## config.mk

```make
export PLATFORM = sky130hd
export DESIGN_NAME = bia_ram
export DESIGN_NICKNAME = d
export VERILOG_FILES = /design/src/hw/rtl/bia_ram.sv
export SDC_FILE = /design/constraint.sdc
export NUM_CORES = 2
export LEC_CHECK = 0
export ABC_AREA = 1
export BUFFER_PORTS_ARGS = -buffer_cell sky130_fd_sc_hd__buf_4
export CAP_MARGIN = 30
export CELL_PAD_IN_SITES_DETAIL_PLACEMENT = 0
export CELL_PAD_IN_SITES_GLOBAL_PLACEMENT = 2
export CORE_MARGIN = 5
export CORE_UTILIZATION = 45
export CTS_BUF_LIST = sky130_fd_sc_hd__clkbuf_8 sky130_fd_sc_hd__clkbuf_16
export CTS_CLUSTER_DIAMETER = 80
export DETAILED_ROUTE_END_ITERATION = 12
export PLACE_DENSITY = 0.79
export RECOVER_POWER = 25
export SYNTH_ARGS = -nofsm -noshare
export SYNTH_HDL_FRONTEND = slang
export SYNTH_SLANG_ARGS = --single-unit
```

## constraint.sdc

```tcl
create_clock -name clock -period 2.1 [get_ports clock]
set_clock_uncertainty 0.05 [all_clocks]
set_input_delay 0.315 -clock clock [delete_from_list [all_inputs] [get_ports clock]]
set_output_delay 0.315 -clock clock [all_outputs]
set_load 0.01 [all_outputs]
```

## src/hw/rtl/bia_ram.sv

```systemverilog
// Generic simple dual-port RAM with one write port and a registered read port.
// Depends on nothing else.
module bia_ram #(
   parameter int WIDTH = 8,
   parameter int DEPTH = 512,
   localparam int ADDR_W = (DEPTH > 1) ? $clog2(DEPTH) : 1
) (
   input  logic              clock,
   input  logic              wr_en,
   input  logic [ADDR_W-1:0] wr_addr,
   input  logic [WIDTH-1:0]  wr_data,
   input  logic [ADDR_W-1:0] rd_addr,
   output logic [WIDTH-1:0]  rd_data
);

   logic [WIDTH-1:0] mem_ff [DEPTH];
   logic [WIDTH-1:0] rd_data_ff;

   always_ff @(posedge clock) begin
      if (wr_en) begin
         mem_ff[wr_addr] <= wr_data;
      end
      rd_data_ff <= mem_ff[rd_addr];
   end

   assign rd_data = rd_data_ff;

endmodule

```

Yosys cells after proc, flatten, opt, wreduce, memory -nomap -nowiden:

Memory sizes are Yosys's and may differ from the RTL's. A register that Yosys moved wholly into a read port is not among the register bits.
Cells that the tools add are included.

* mux-type cells: 2

Operators with widths (number)
* $mux 1: 2

* flip-flop bits (word level): 0
* memory bits (writable): 4096
* bits of input ports: 28
* memories kept: 1

Memories
* mem_ff: words 512, width 8, rd ports 1, clocked after memory_dff 1, wr ports 1, RTL line 16 `logic [WIDTH-1:0] mem_ff [DEPTH];`

Depth between registers and ports, before layout:

* word-level depth: 2
* gate-level depth with buffers: 15

Least setup slack after synthesis:

OpenSTA, ideal clock, no wires.

* kind: input port to flip-flop
* start point: in wr_addr[4]
* end point: mem mem_ff[212][0] (enable)
* data arrival time: 1.536 ns
* data required time: 1.680 ns
* slack: 0.144 ns
* cell stages on the path: 7
* buffers on the path: 1
* cells stage by stage: inv_1 > nor2_1 > inv_1 > nor2_1 > inv_1 > clkbuf_1 > nor2_1

RTL lines
* from (decl): RTL line 10 `input logic [ADDR_W-1:0] wr_addr,`
* to (decl): RTL line 16

Straight into the memory's write port.

Final worst setup path:

* start point: in wr_data[2]
* end point: mem mem_ff[272][2], data pin

RTL lines
* from (decl): RTL line 11 `input logic [WIDTH-1:0] wr_data,`

Straight into the memory's write port.

==> reports/results.ini <==
[synthesis]
syn_avg_cell_area_um2=12.0
synth_area_um2=167000
ys_ff_latch=4104
netlist_top_cells_count=nand2_1, edfxtp_1, nand3_1
ys_seq_area_frac=0.739
synth-warning-count=0
synthTopCellsByArea=edfxtp_1, nand3_1, nand2_1
ys.flop_type=edfxtp_1
yosysMostFrequentCell=nand2_1
yosys.area.top_type=edfxtp_1
synth_nets=13900
async_reset_ff_frac=0
netlist-cell-type-count=16
synthCells=13900
yosysTopAreaCellShare=0.738
synth-edff-count=4096

[run_status]
violations=max-capacitance violations, max-slew violations, negative setup slack
outcome=complete, but fails checks

[sta]
layout_setup_ws_ps=-24.5
fmax_ghz=0.471
report.final.slew_viol_count=188
period_minus_slack_ps=2120
setup_violations=13
slew_headroom=-0.131
grt_setup_unrepaired=no
finalCritPeriodShare=1.01
hold_viol_final=0
worst_pin_slew_ps=1700

[placed_design]
io_buffers=35
hpwl_mm=327
gp_congestion=0.882
placed_area_um2=184000
pre_cts_slack_ps=-1200

[clock_network]
post_cts_buffers=0
cts_buffers=429
cts_num_sinks=4104
cts_root_buffer=clkbuf_16
cts.path.max_buffers=4
clock_latency_ps=1000
cts_tree=done
cts_max_level=5
clk_pin_slew_ps=60

[routing]
drtIter0Drc=13200
ant_nets=0
vias_per_cell=5.61
wl_per_cell_um=25.4
drc=0
drt-total-wl_mm=514
vias=114000
dr.pass1.iters=6

[cells_and_area]
syn_to_final_growth_pct=18.4
drive_above_1_share=0.145
final_area_um2=197000
nFillCells=31000
fin_nets=15000

[die]
initial_core_util=0.452
boundaryPins=36
die_h_um=619
core_area_um2=369000
die_x_um=619
die_area_um2=383000
row_count=223

[pwr]
power_density_nw_per_um2=894
power.leakage_nw=71.5
ir_worst_vdd_mv=0.746
power_mw=176

[grt]
grt_first_pass_wirelength_mm=751
grtUsageMet1=0.381
met3_usage=0.0362
track_usage=0.264
grt_pass1_vias=110000
grt_overflow_total=0
grt_max_degree=96
use_met2=0.415
antenna_found_initial=32
grt_most_used_layer=met2

[setup_path]
crit-reg2reg-launch=mem_ff[225][6]
crit_required_ps=2790
criticalPathCategory=in -> reg
cp.arrival_ps=2820
path_max_fanout=23
startpoint_type=primary input
crit_start=wr_data[2]
end_kind=flop

[worst_hold_path]
hold_class=in -> reg
min-delay-start=wr_addr[5]

[job]
drv_cap=5

## final timing paths
path,end,slack [ps],depth (start not counted)
worst max-delay path,mem_ff[272][2],-20,4
worst max register to register,rd_data[6],50,11
worst min-delay path,mem_ff[453][5],210,7
worst min register to register,rd_data[6],1010,10
## cell usage in the layout (no fill, tap or decap)
cell	n
nand3_1	4054
clkbuf_1	44
buf_2	2
clkinv_1	85
clkbuf_16	432
clkinv_4	4
buf_6	4
bufinv_16	41
dlygate4sd3_1	11
dfxtp_4	1
edfxtp_1	4096
nand3_2	22
nand3_4	4
nor2_1	513
clkbuf_8	1
inv_6	15
inv_4	1
nor2_2	1
buf_16	2
dfxtp_2	7
diode_2	8
clkinv_8	4
nand2_1	4147
inv_16	5
nand2_4	13
nor3_1	11
inv_1	125
inv_8	3
clkinvlp_4	20
clkbuf_2	35
buf_4	1185
clkinv_2	91
clkbuf_4	14
buf_8	6
buf_12	311
clkinv_16	1
## registers in the layout (all words and copies together) (netlist names)
| signal | cells |
|---|---|
| mem_ff | 4096 |
| rd_data | 8 |
## area by class of cell
type / instances / area, um^2 / area share
antenna: 8 / 20.0 / 0.000101
clock buffer: 433 / 10800 / 0.0548
clock inverter: 356 / 2820 / 0.0143
inverter: 39 / 203 / 0.00103
multi-input combinational: 8765 / 38300 / 0.194
sequential: 4104 / 123000 / 0.624
tap: 4950 / 6190 / 0.0314
timing repair buffer: 1614 / 15900 / 0.0804
## report_power, final
group	switching, mW	internal (mW)
logic	8.55	3.65
clock network	31.7	42.3
registers	0.0890	90.2
## critical path: stages
cell	delay (ps)
dlygate4sd3_1	560
buf_8	260
clkbuf_1	1170
buf_2	490
## kinds of logic after synthesis
logic type | count (synthesis) | synth area share
and+or+nand+nor | 8765 | 0.228
DFF | 4104 | 0.739
buffers and inverters | 1022 | 0.0333
## metal layers
metal,vias up,part of all wire
met4,10,0.036
met5,-,0.00012
met1,56500,0.42
met2,4796,0.46
met3,794,0.080
li1,51700,-
## through the flow
| stage | TNS (ps) | hold WS (ps) | std cells | utilization |
|---|---|---|---|---|
| 4_1_cts | 0 | 164 | 20300 | 0.536 |
| 2_1_floorplan | 0 | 364 | 13900 | - |
| 5_1_grt | 0 | 209 | 20300 | 0.535 |
| 3_5_place_dp | -84870 | 674 | 19500 | 0.499 |
| 6_report | -260 | 213 | 20300 | 0.535 |
| 3_3_place_gp | -62790 | 670 | 19500 | 0.499 |
## timing repair
action / 4_1_cts / 5_1_grt
endpoints found under the setup margin: 15 / 8
endpoints found under the hold margin: 1398 / 0
hold buffers: 11 / 0
pin swaps: 0 / 0
resized for setup: 18 / 23
No activity file was read; power rests on OpenSTA's default activity.
