File: src/hw/rtl/bia_pkg.sv
// Package for the bitmap number allocator: shared types, status codes,
// register indexes and field widths. Depends on nothing else.
package bia_pkg;

   localparam int BASE_W   = 16;
   localparam int LENGTH_W = 13;
   localparam int NUMBER_W = 16;
   localparam int STATUS_W = 2;
   localparam int CSR_W    = 16;
   localparam int INDEX_W  = 1;
   localparam int BYTE_W   = 8;
   localparam int BIT_W    = 3;

   localparam logic [STATUS_W-1:0] ST_OK    = 2'd0;
   localparam logic [STATUS_W-1:0] ST_FULL  = 2'd1;
   localparam logic [STATUS_W-1:0] ST_RANGE = 2'd2;

   localparam logic OP_ALLOC   = 1'b0;
   localparam logic OP_RELEASE = 1'b1;

   localparam logic [INDEX_W-1:0] CSR_RANGE_BASE   = 1'd0;
   localparam logic [INDEX_W-1:0] CSR_RANGE_LENGTH = 1'd1;

   localparam logic [LENGTH_W-1:0] LENGTH_RESET = 13'd4096;
   localparam logic [BYTE_W-1:0]   BYTE_FULL    = 8'hFF;

   // Command to the byte unit: set the lowest clear bit, or clear a given bit.
   typedef struct packed {
      logic             clr;
      logic [BIT_W-1:0] bit_sel;
   } byte_cmd_type;

   // Answer of the byte unit.
   typedef struct packed {
      logic              full;
      logic [BIT_W-1:0]  zbit;
      logic [BYTE_W-1:0] wdata;
   } byte_res_type;

endpackage

File: src/hw/rtl/bia_byte_unit.sv
// Shared byte unit: finds the lowest clear bit of a bitmap byte and builds
// the updated byte for a set or a clear. Depends on bia_pkg.
module bia_byte_unit (
   input  logic [bia_pkg::BYTE_W-1:0] data,
   input  bia_pkg::byte_cmd_type      cmd,
   output bia_pkg::byte_res_type      res
);

   logic [bia_pkg::BIT_W-1:0]  zbit;
   logic [bia_pkg::BIT_W-1:0]  sel;
   logic [bia_pkg::BYTE_W-1:0] mask;

   // Scanning downwards leaves the lowest clear bit in zbit.
   always_comb begin
      zbit = '0;
      for (int i = bia_pkg::BYTE_W - 1; i >= 0; i--) begin
         if (!data[i]) begin
            zbit = bia_pkg::BIT_W'(i);
         end
      end
      sel       = cmd.clr ? cmd.bit_sel : zbit;
      mask      = bia_pkg::BYTE_W'(1) << sel;
      res.full  = (data == bia_pkg::BYTE_FULL);
      res.zbit  = zbit;
      res.wdata = cmd.clr ? (data & ~mask) : (data | mask);
   end

endmodule

File: config.mk
export PLATFORM = sky130hd
export DESIGN_NAME = bia_byte_unit
export DESIGN_NICKNAME = d
export VERILOG_FILES = /design/src/hw/rtl/bia_pkg.sv /design/src/hw/rtl/bia_byte_unit.sv
export SDC_FILE = /design/constraint.sdc
export NUM_CORES = 1
export LEC_CHECK = 0
export BUFFER_PORTS_ARGS = -buffer_cell sky130_fd_sc_hd__buf_2
export CORE_MARGIN = 3
export CORE_UTILIZATION = 23
export DETAILED_ROUTE_END_ITERATION = 7
export GPL_TIMING_DRIVEN = 0
export SLEW_MARGIN = 25
export SYNTH_ARGS = -nofsm -noshare
export SYNTH_HDL_FRONTEND = slang
export SYNTH_SLANG_ARGS = --single-unit
File: constraint.sdc
create_clock -name vclk -period 1.5
set_input_delay 0.3 -clock vclk [all_inputs]
set_output_delay 0.3 -clock vclk [all_outputs]
set_load 0.01 [all_outputs]
[After elaboration in Yosys (flattened, before gate mapping)]
Cells that the tools add are included.
Word-level totals
  input port bits: 12
  logic and storage cells: 15
  register bits after elaboration: 0
  output and inout port bits: 12
Operators by class
  bitwise operators: 3
  shift-type cells: 1
  eq/ne operators: 1
  multiplexer cells: 10
Operators by type and width (count)
  2-to-1 mux 3 bit: 9
  bitwise AND 8 bit: 1
  equality test 8 bit (second input constant): 1
  2-to-1 mux 8 bit: 1
  inverter 8 bit: 1
  bitwise OR 8 bit: 1
  left shift 1 x 3 -> 8 bit (first input constant): 1

[Depth between registers and ports, before layout]
Gate-level depths: netlist of the first run.
  word-level depth: 13
  mapped depth: 5
  depth with buffers taken out: 4

[Worst setup path before layout of the first run]
OpenSTA, ideal clock, no wires.
  path kind: in2out
  from: input port data[6] (netlist bit)
  to: output port res[6] (netlist bit)
  setup slack: 0.076 ns
  path buffers: 0
  data arrival time: 1.124 ns
  data required time: 1.200 ns
  stages on the path: 4
  path through: nor2b_4 o221ai_2 o211ai_1 a211oi_1
RTL lines
  start, declared: RTL line bia_byte_unit.sv:4  | input logic [bia_pkg::BYTE_W-1:0] data,
  end, declared: RTL line bia_byte_unit.sv:6  | output bia_pkg::byte_res_type res

==> qor.txt, run 1 <==
hold path endpoint: res[0]
GP Congestion: 0.866
largest family of logic cells by synthesized area: compound AO/OA/AOI/OAI gates
Max-slew headroom: 83.0%
FF/Latch Area: 0 um2
met3 wire len: 106 um
final hold vios: 0
Max Clock Freq: 0.631 GHz
global-route wire length before repair: 1960 um
sequential cell count: 0
Tmin final: 1580 ps
clock buf count: 0
Mapped Area: 333 um2
routed vias: 507
RSZ-0062 raised after global routing: yes
failing checks: setup timing
area occupied by multi-input gates: 357 um2
Layout Cells excl Fill: 95
top post-synthesis cells by count: nand2_1 (10), a21oi_1 (4), inv_1 (4)
largest net degree at the start of global routing: 10
Cell Area, Placed: 462 um2
fillcell total: 145
worst slew pin tran: 252 ps
Routed Antenna Nets: 0
max cap viols: 0
WS Path Type: in2out
vias in the first global route: 459
post-route cell area: 607 um2
initial core utilization: 25.0%
status: complete, but fails checks
CP Data Required Time: 1200 ps
setup violators final: 5
Netlist cell types: 26
top cell type by total area after synthesis: nand2_1
placed insts: 89
initial antenna violation count: 0
top layer in use: met3
row count: 13
Mapped Avg Cell Area: 6.40 um2
Met1 Wirelength: 505 um
Tot Pwr: 0.173 mW
peak supply drop: 107 uV
I/O pins: 24
fin crit share: 106%
dpl ws: -177 ps
Pwr per Cell Area: 285 nW/um2
Synth Area in Compound Gates: 47.7%
grt total ovfl: 0
Worst Setup Slack, final: -84.8 ps
fin. max-slew vios: 0
drt total wl: 1210 um
Post-Synthesis Cells: 52
die width: 44.0 um
Syn Nets: 64
sequential-to-total area share from yosys stat: 0%
vias per cell: 5.34
1st-iter DRT viols: 5
Hold Crit Class: in2out
CP max FO: 4
crit path launch type: input port
Core Box Area: 1330 um2
dpl hpwl: 930 um
drt drc: 0
die height: 44.0 um
CP Capture Type: output pin
fin nets: 94
Yosys Warn Count: 0
I/O Buffers: 22
layout cells sized above 1: 57.5%
cts hold-fix bufs: 0
worst endpoint data arrival time: 1280 ps
Pleak: 0.266 nW
Setup TNS: -298 ps
count leader, synth: nand2_1
Hold Crit Start: cmd[3]
die area: 1940 um2
Synth Area in Simple Gates: 39.1%
xor/xnor share of the synthesized area: 0%
antenna cells: 0
worst hold slack: 891 ps
P&R area growth vs syn: 82.3%
wire per inst: 12.7 um
total track usage: 12.3%
top post-synthesis cells by area: nand2_1 (11%), a21oi_1 (6.0%), nor2b_1 (5.6%)
Util after Layout: 45.5%
met2 WL: 596 um
drt first pass iters: 4
Yosys top cell area share: 11.3%
adder-cell share of the synthesized area: 0%
post-synthesis mux area share: 3.01%
hold depth: 3
==> power breakdown <==
group | switching [mW] | internal [mW]
Clock | 0 | 0
Sequential | 0 | 0
Combinational | 0.0884 | 0.0843
Total | 0.0884 | 0.0843
==> routing by layer <==
layer  vias up  track usage [%]
met1       229             15.4
li1        258                -
met4         0                0
met2        20             23.3
met5         -                0
met3         0             2.03
==> logic make-up after synthesis <==
group / Yosys count
simple gates: 24
mux: 1
compound gates: 21
buf+inv: 6
==> critical path, cell delays in order <==
cell and delay (ps):
buf_8 100, nor2b_4 120, o221ai_4 180, buf_4 160, a21oi_2 50, a32o_1 230, buf_2 140
==> final cells by class <==
class | count | area share, %
Inverter | 4 | 2.47
Timing Repair Buffer | 28 | 32.0
Multi-Input combinational cell | 46 | 58.8
Tap cell | 15 | 3.09
Buffer | 2 | 3.71
==> worst max-delay path by stage <==
stage	endpoint	cells after the start	from
floorplan	res[6]	4	data[6]
global placement	res[7]	6	data[6]
detailed placement	res[6]	6	data[6]
CTS	res[4]	6	data[6]
global route	res[6]	6	data[6]
finish	res[5]	7	data[6]
==> cells in the final DEF, fill, tap and decap left out, drive strengths merged, types with 2 or more instances in the layout <==
cell / n
a21oi: 4
nand2: 10
o211ai: 2
o31ai: 3
nor2b: 4
o21ai: 4
and2: 2
inv: 4
buf: 30
a211oi: 2
a31o: 2
nor2: 3
==> repair_timing <==
action / CTS / global route
pin swaps: 11 / 7
hold endpoints to repair: 0 / 0
setup endpoints to repair: 6 / 7
setup buffers: 5 / 1
resized for setup: 25 / 6
No activity file was read; power rests on OpenSTA's default activity.
==> inputs of run 2 (changes only) <==
Settings changed: CORE_AREA set to 3 3 40 42, CORE_MARGIN 3 to not set, CORE_UTILIZATION 23 to not set, DIE_AREA set to 0 0 43 45.
==> run 2 against run 1 <==
  * The run still ends with setup timing left
  * Largest cell class unchanged
  * Critical endpoint is now res[7]
  * Largest power group unchanged
  * Cell area down 8.0%
  * Global-route usage fell by 0.13 points
  * Sequential share of layout area unchanged
  * Via count fell by 0.20%
  * Fmax up 0.26%
  * Clock-buffer cell count did not move
  * Non-clock buffer count down 4
  * Power is 7.0% lower
==> qor.txt, run 2 (synthesized netlist as in run 1, its figures left out) <==
Util after Layout: 43.4% (was 45.5%)
total track usage: 12.2% (was 12.3%)
area occupied by multi-input gates: 353 um2 (was 357 um2)
top layer in use: met3 (unchanged)
clock buf count: 0 (unchanged)
Layout Cells excl Fill: 91 (was 95)
CP max FO: 4 (unchanged)
worst slew pin tran: 271 ps (was 252 ps)
global-route wire length before repair: 1930 um (was 1960 um)
Cell Area, Placed: 462 um2 (unchanged)
met2 WL: 543 um (was 596 um)
grt total ovfl: 0 (unchanged)
die width: 43 um (was 44.0 um)
vias per cell: 5.56 (was 5.34)
failing checks: setup timing (unchanged)
GP Congestion: 0.827 (was 0.866)
fin nets: 90 (was 94)
met3 wire len: 138 um (was 106 um)
dpl hpwl: 912 um (was 930 um)
fin crit share: 105% (was 106%)
placed insts: 89 (unchanged)
final hold vios: 0 (unchanged)
wire per inst: 13.0 um (was 12.7 um)
routed vias: 506 (was 507)
initial core utilization: 25.9% (was 25.0%)
WS Path Type: in2out (unchanged)
vias in the first global route: 440 (was 459)
Met1 Wirelength: 501 um (was 505 um)
I/O Buffers: 22 (unchanged)
antenna cells: 0 (unchanged)
Max-slew headroom: 81.7% (was 83.0%)
status: complete, but fails checks (unchanged)
drt first pass iters: 4 (unchanged)
die height: 45 um (was 44.0 um)
die area: 1940 um2 (about the same)
I/O pins: 24 (unchanged)
Worst Setup Slack, final: -80.7 ps (was -84.8 ps)
Setup TNS: -172 ps (was -298 ps)
Hold Crit Class: in2out (unchanged)
setup violators final: 5 (unchanged)
peak supply drop: 119 uV (was 107 uV)
Routed Antenna Nets: 0 (unchanged)
1st-iter DRT viols: 12 (was 5)
Hold Crit Start: cmd[3] (unchanged)
fin. max-slew vios: 0 (unchanged)
Tmin final: 1580 ps (about the same)
Max Clock Freq: 0.633 GHz (was 0.631 GHz)
RSZ-0062 raised after global routing: yes (unchanged)
post-route cell area: 558 um2 (was 607 um2)
CP Data Required Time: 1200 ps (about the same)
Core Box Area: 1280 um2 (was 1330 um2)
crit path from: data[7] (was data[6])
crit path launch type: input port (unchanged)
FF/Latch Area: 0 um2 (unchanged)
Pleak: 0.251 nW (was 0.266 nW)
row count: 13 (unchanged)
P&R area growth vs syn: 67.7% (was 82.3%)
drt drc: 0 (unchanged)
initial antenna violation count: 0 (unchanged)
worst endpoint data arrival time: 1280 ps (about the same)
fillcell total: 145 (unchanged)
max cap viols: 0 (unchanged)
sequential cell count: 0 (unchanged)
most frequent cells in the layout: buf_2 (17), nand2_1 (7), buf_4 (6), a21oi_1 (4) (was buf_2 (14), buf_4 (10), nand2_1 (6), buf_6 (5), nand2_2 (4))
most common cell after layout, fill and taps aside: buf_2 (unchanged)
layout cells sized above 1: 50.0% (was 57.5%)
Pwr per Cell Area: 288 nW/um2 (was 285 nW/um2)
largest net degree at the start of global routing: 10 (unchanged)
CP Capture Type: output pin (unchanged)
drt total wl: 1180 um (was 1210 um)
run 2: cell types whose count changed in the layout (fill, tap and decap cells not counted), sizes merged:
cell  previous run  this run
buf             30        26
run 2: where the power goes:
| part | internal (mW) | switching [mW] |
|---|---|---|
| registers | 0 | 0 |
| logic | 0.0741 | 0.0866 |
| clock network | 0 | 0 |
run 2: area by class of cell:
cell class | count | area share [%]
timing repair buffer | 24 | 27.4
multi-input combinational | 46 | 63.2
buffer | 2 | 3.36
inverter | 4 | 2.69
tap | 15 | 3.36
run 2: worst max-delay path, stage by stage:
cell and delay, ps:
buf_8 100, nor2b_4 120, o221ai_4 120, a31o_1 250, o31ai_2 220, buf_2 170
run 2: routing by layer:
metal  GRT usage, %  vias up
li1               -      249
met1           16.9      219
met2           22.2       38
met3          0.797        0
met4              0        0
met5              0        -
run 2: through the flow:
stage                     hold slack [ps]  power, mW  setup WS (ps)
after floorplan                       721     0.0760           76.0
after global placement                917      0.131           -187
after detailed placement              917      0.131           -193
after CTS                             924      0.146          -79.1
after global routing                  962      0.176           -133
final                                 929      0.161          -80.7
run 2: path summary, 6_finish.rpt:
check	to	slack, ps	cells past startpoint
max	res[7]	-80	6
min	res[0]	930	3
run 2: repair_timing:
action | 4_1_cts | 5_1_grt
gates resized for setup | 11 | 12
setup endpoints to repair | 6 | 6
setup buffers | 1 | 1
pin swaps | 7 | 6
hold buffers | 0 | 0
==> inputs of run 3 (changes only) <==
Settings changed: GPL_TIMING_DRIVEN 0 to not set, TNS_END_PERCENT set to 1.
==> run 3 against run 2 <==
  * The run still ends with setup timing left
  * Largest cell class unchanged
  * Critical endpoint is now res[3]
  * Power increased by 27%
  * Sequential cell count unchanged
  * Sequential share of layout area unchanged
  * Combinational power increased by 27%
  * First-iteration DRC count increased by 33%
  * Global-route usage increased by 4.3 points
  * Final cell count increased by 22%
  * Setup slack got worse by 22 ps
  * Die area unchanged
  * Fmax decreased by 1.4%
==> qor.txt, run 3 (synthesized netlist as in run 1, its figures left out) <==
dpl hpwl: 1100 um (was 912 um)
area occupied by multi-input gates: 343 um2 (was 353 um2)
die height: 45 um (unchanged)
drt first pass iters: 4 (unchanged)
Core Box Area: 1280 um2 (unchanged)
die area: 1940 um2 (unchanged)
CP Capture Type: output pin (unchanged)
fillcell total: 137 (was 145)
hold path endpoint: res[0] (unchanged)
hold depth: 3 (unchanged)
total track usage: 16.5% (was 12.2%)
Max-slew headroom: 82.6% (was 81.7%)
RSZ-0062 raised after global routing: yes (unchanged)
1st-iter DRT viols: 16 (was 12)
Hold Crit Start: cmd[3] (unchanged)
final hold vios: 0 (unchanged)
Tot Pwr: 0.205 mW (was 0.161 mW)
largest net degree at the start of global routing: 9 (was 10)
wire per inst: 14.2 um (was 13.0 um)
vias in the first global route: 577 (was 440)
Pleak: 0.343 nW (was 0.251 nW)
sequential cell count: 0 (unchanged)
routed vias: 593 (was 506)
Max Clock Freq: 0.624 GHz (was 0.633 GHz)
fin nets: 110 (was 90)
placed insts: 110 (was 89)
CP max FO: 4 (unchanged)
CP Data Required Time: 1200 ps (about the same)
met2 GRT Util: 29.6% (was 22.2%)
status: complete, but fails checks (unchanged)
GP Congestion: 0.934 (was 0.827)
Layout Cells excl Fill: 111 (was 91)
Setup TNS: -380 ps (was -172 ps)
peak supply drop: 131 uV (was 119 uV)
grt met1 use: 20.7% (was 16.9%)
crit path launch type: input port (unchanged)
vias per cell: 5.34 (was 5.56)
antenna cells: 0 (unchanged)
worst hold slack: 917 ps (was 929 ps)
global-route wire length before repair: 2530 um (was 1930 um)
Tmin final: 1600 ps (was 1580 ps)
initial antenna violation count: 0 (unchanged)
max cap viols: 0 (unchanged)
drt drc: 0 (unchanged)
most frequent cells in the layout: buf_4 (24), buf_2 (17), nand2_1 (7), inv_1 (4) (was buf_2 (17), nand2_1 (7), buf_4 (6), a21oi_1 (4))
failing checks: setup timing (unchanged)
WS Path Type: in2out (unchanged)
layout cells sized above 1: 60.4% (was 50.0%)
Routed Antenna Nets: 0 (unchanged)
Cell Area, Placed: 611 um2 (was 462 um2)
Worst Setup Slack, final: -103 ps (was -80.7 ps)
P&R area growth vs syn: 112% (was 67.7%)
worst slew pin tran: 258 ps (was 271 ps)
die width: 43 um (unchanged)
drt total wl: 1570 um (was 1180 um)
worst endpoint data arrival time: 1300 ps (was 1280 ps)
dpl ws: -107 ps (was -193 ps)
post-route cell area: 706 um2 (was 558 um2)
most crowded layer after global routing: met2 (unchanged)
I/O Buffers: 24 (was 22)
Pwr per Cell Area: 290 nW/um2 (was 288 nW/um2)
fin. max-slew vios: 0 (unchanged)
cts hold-fix bufs: 0 (unchanged)
FF/Latch Area: 0 um2 (unchanged)
initial core utilization: 25.9% (unchanged)
most common cell after layout, fill and taps aside: buf_4 (was buf_2)
Hold Crit Class: in2out (unchanged)
fin crit share: 107% (was 105%)
row count: 13 (unchanged)
grt met3 use: 1.99% (was 0.797%)
grt total ovfl: 0 (unchanged)
Util after Layout: 54.9% (was 43.4%)
clock buf count: 0 (unchanged)
I/O pins: 24 (unchanged)
setup violators final: 6 (was 5)
-- run 3: final cells by class --
class              count  area share [%]
inverters              4            2.13
multi-input cells     46            48.6
repair buffers        46            46.6
well taps             15            2.66
-- run 3: worst max-delay path by stage --
stage / start / endpoint / slack, ps / cells after the start
2_1_floorplan: data[6] / res[6] / 80 / 4
3_3_place_gp: data[4] / res[7] / -120 / 6
3_5_place_dp: data[6] / res[7] / -110 / 6
4_1_cts: data[6] / res[4] / -40 / 6
5_1_grt: data[0] / res[3] / -170 / 7
6_report: data[0] / res[3] / -100 / 7
-- run 3: where the power goes --
part           switching [mW]  total, mW  internal [mW]
combinational          0.0983      0.205          0.106
sequential                  0          0              0
clock                       0          0              0
-- run 3: repair_timing --
action,4_1_cts,5_1_grt
pin swaps,10,1
gates resized for setup,22,3
endpoints found under the setup margin,7,7
buffers inserted,1,0
-- run 3: critical path, stage by stage --
cell and delay (ps):
buf_2 120, nand2_1 110, nor2_2 210, nand2_1 110, buf_4 150, o21ai_1 150, buf_2 160
-- run 3: routing by layer --
layer	vias to the layer above	wire (um)	share of wire [%]
li1	289	-	-
met1	257	648	41
met2	41	725	46
met3	6	152	9.7
met4	0	45	2.9
met5	-	0	0
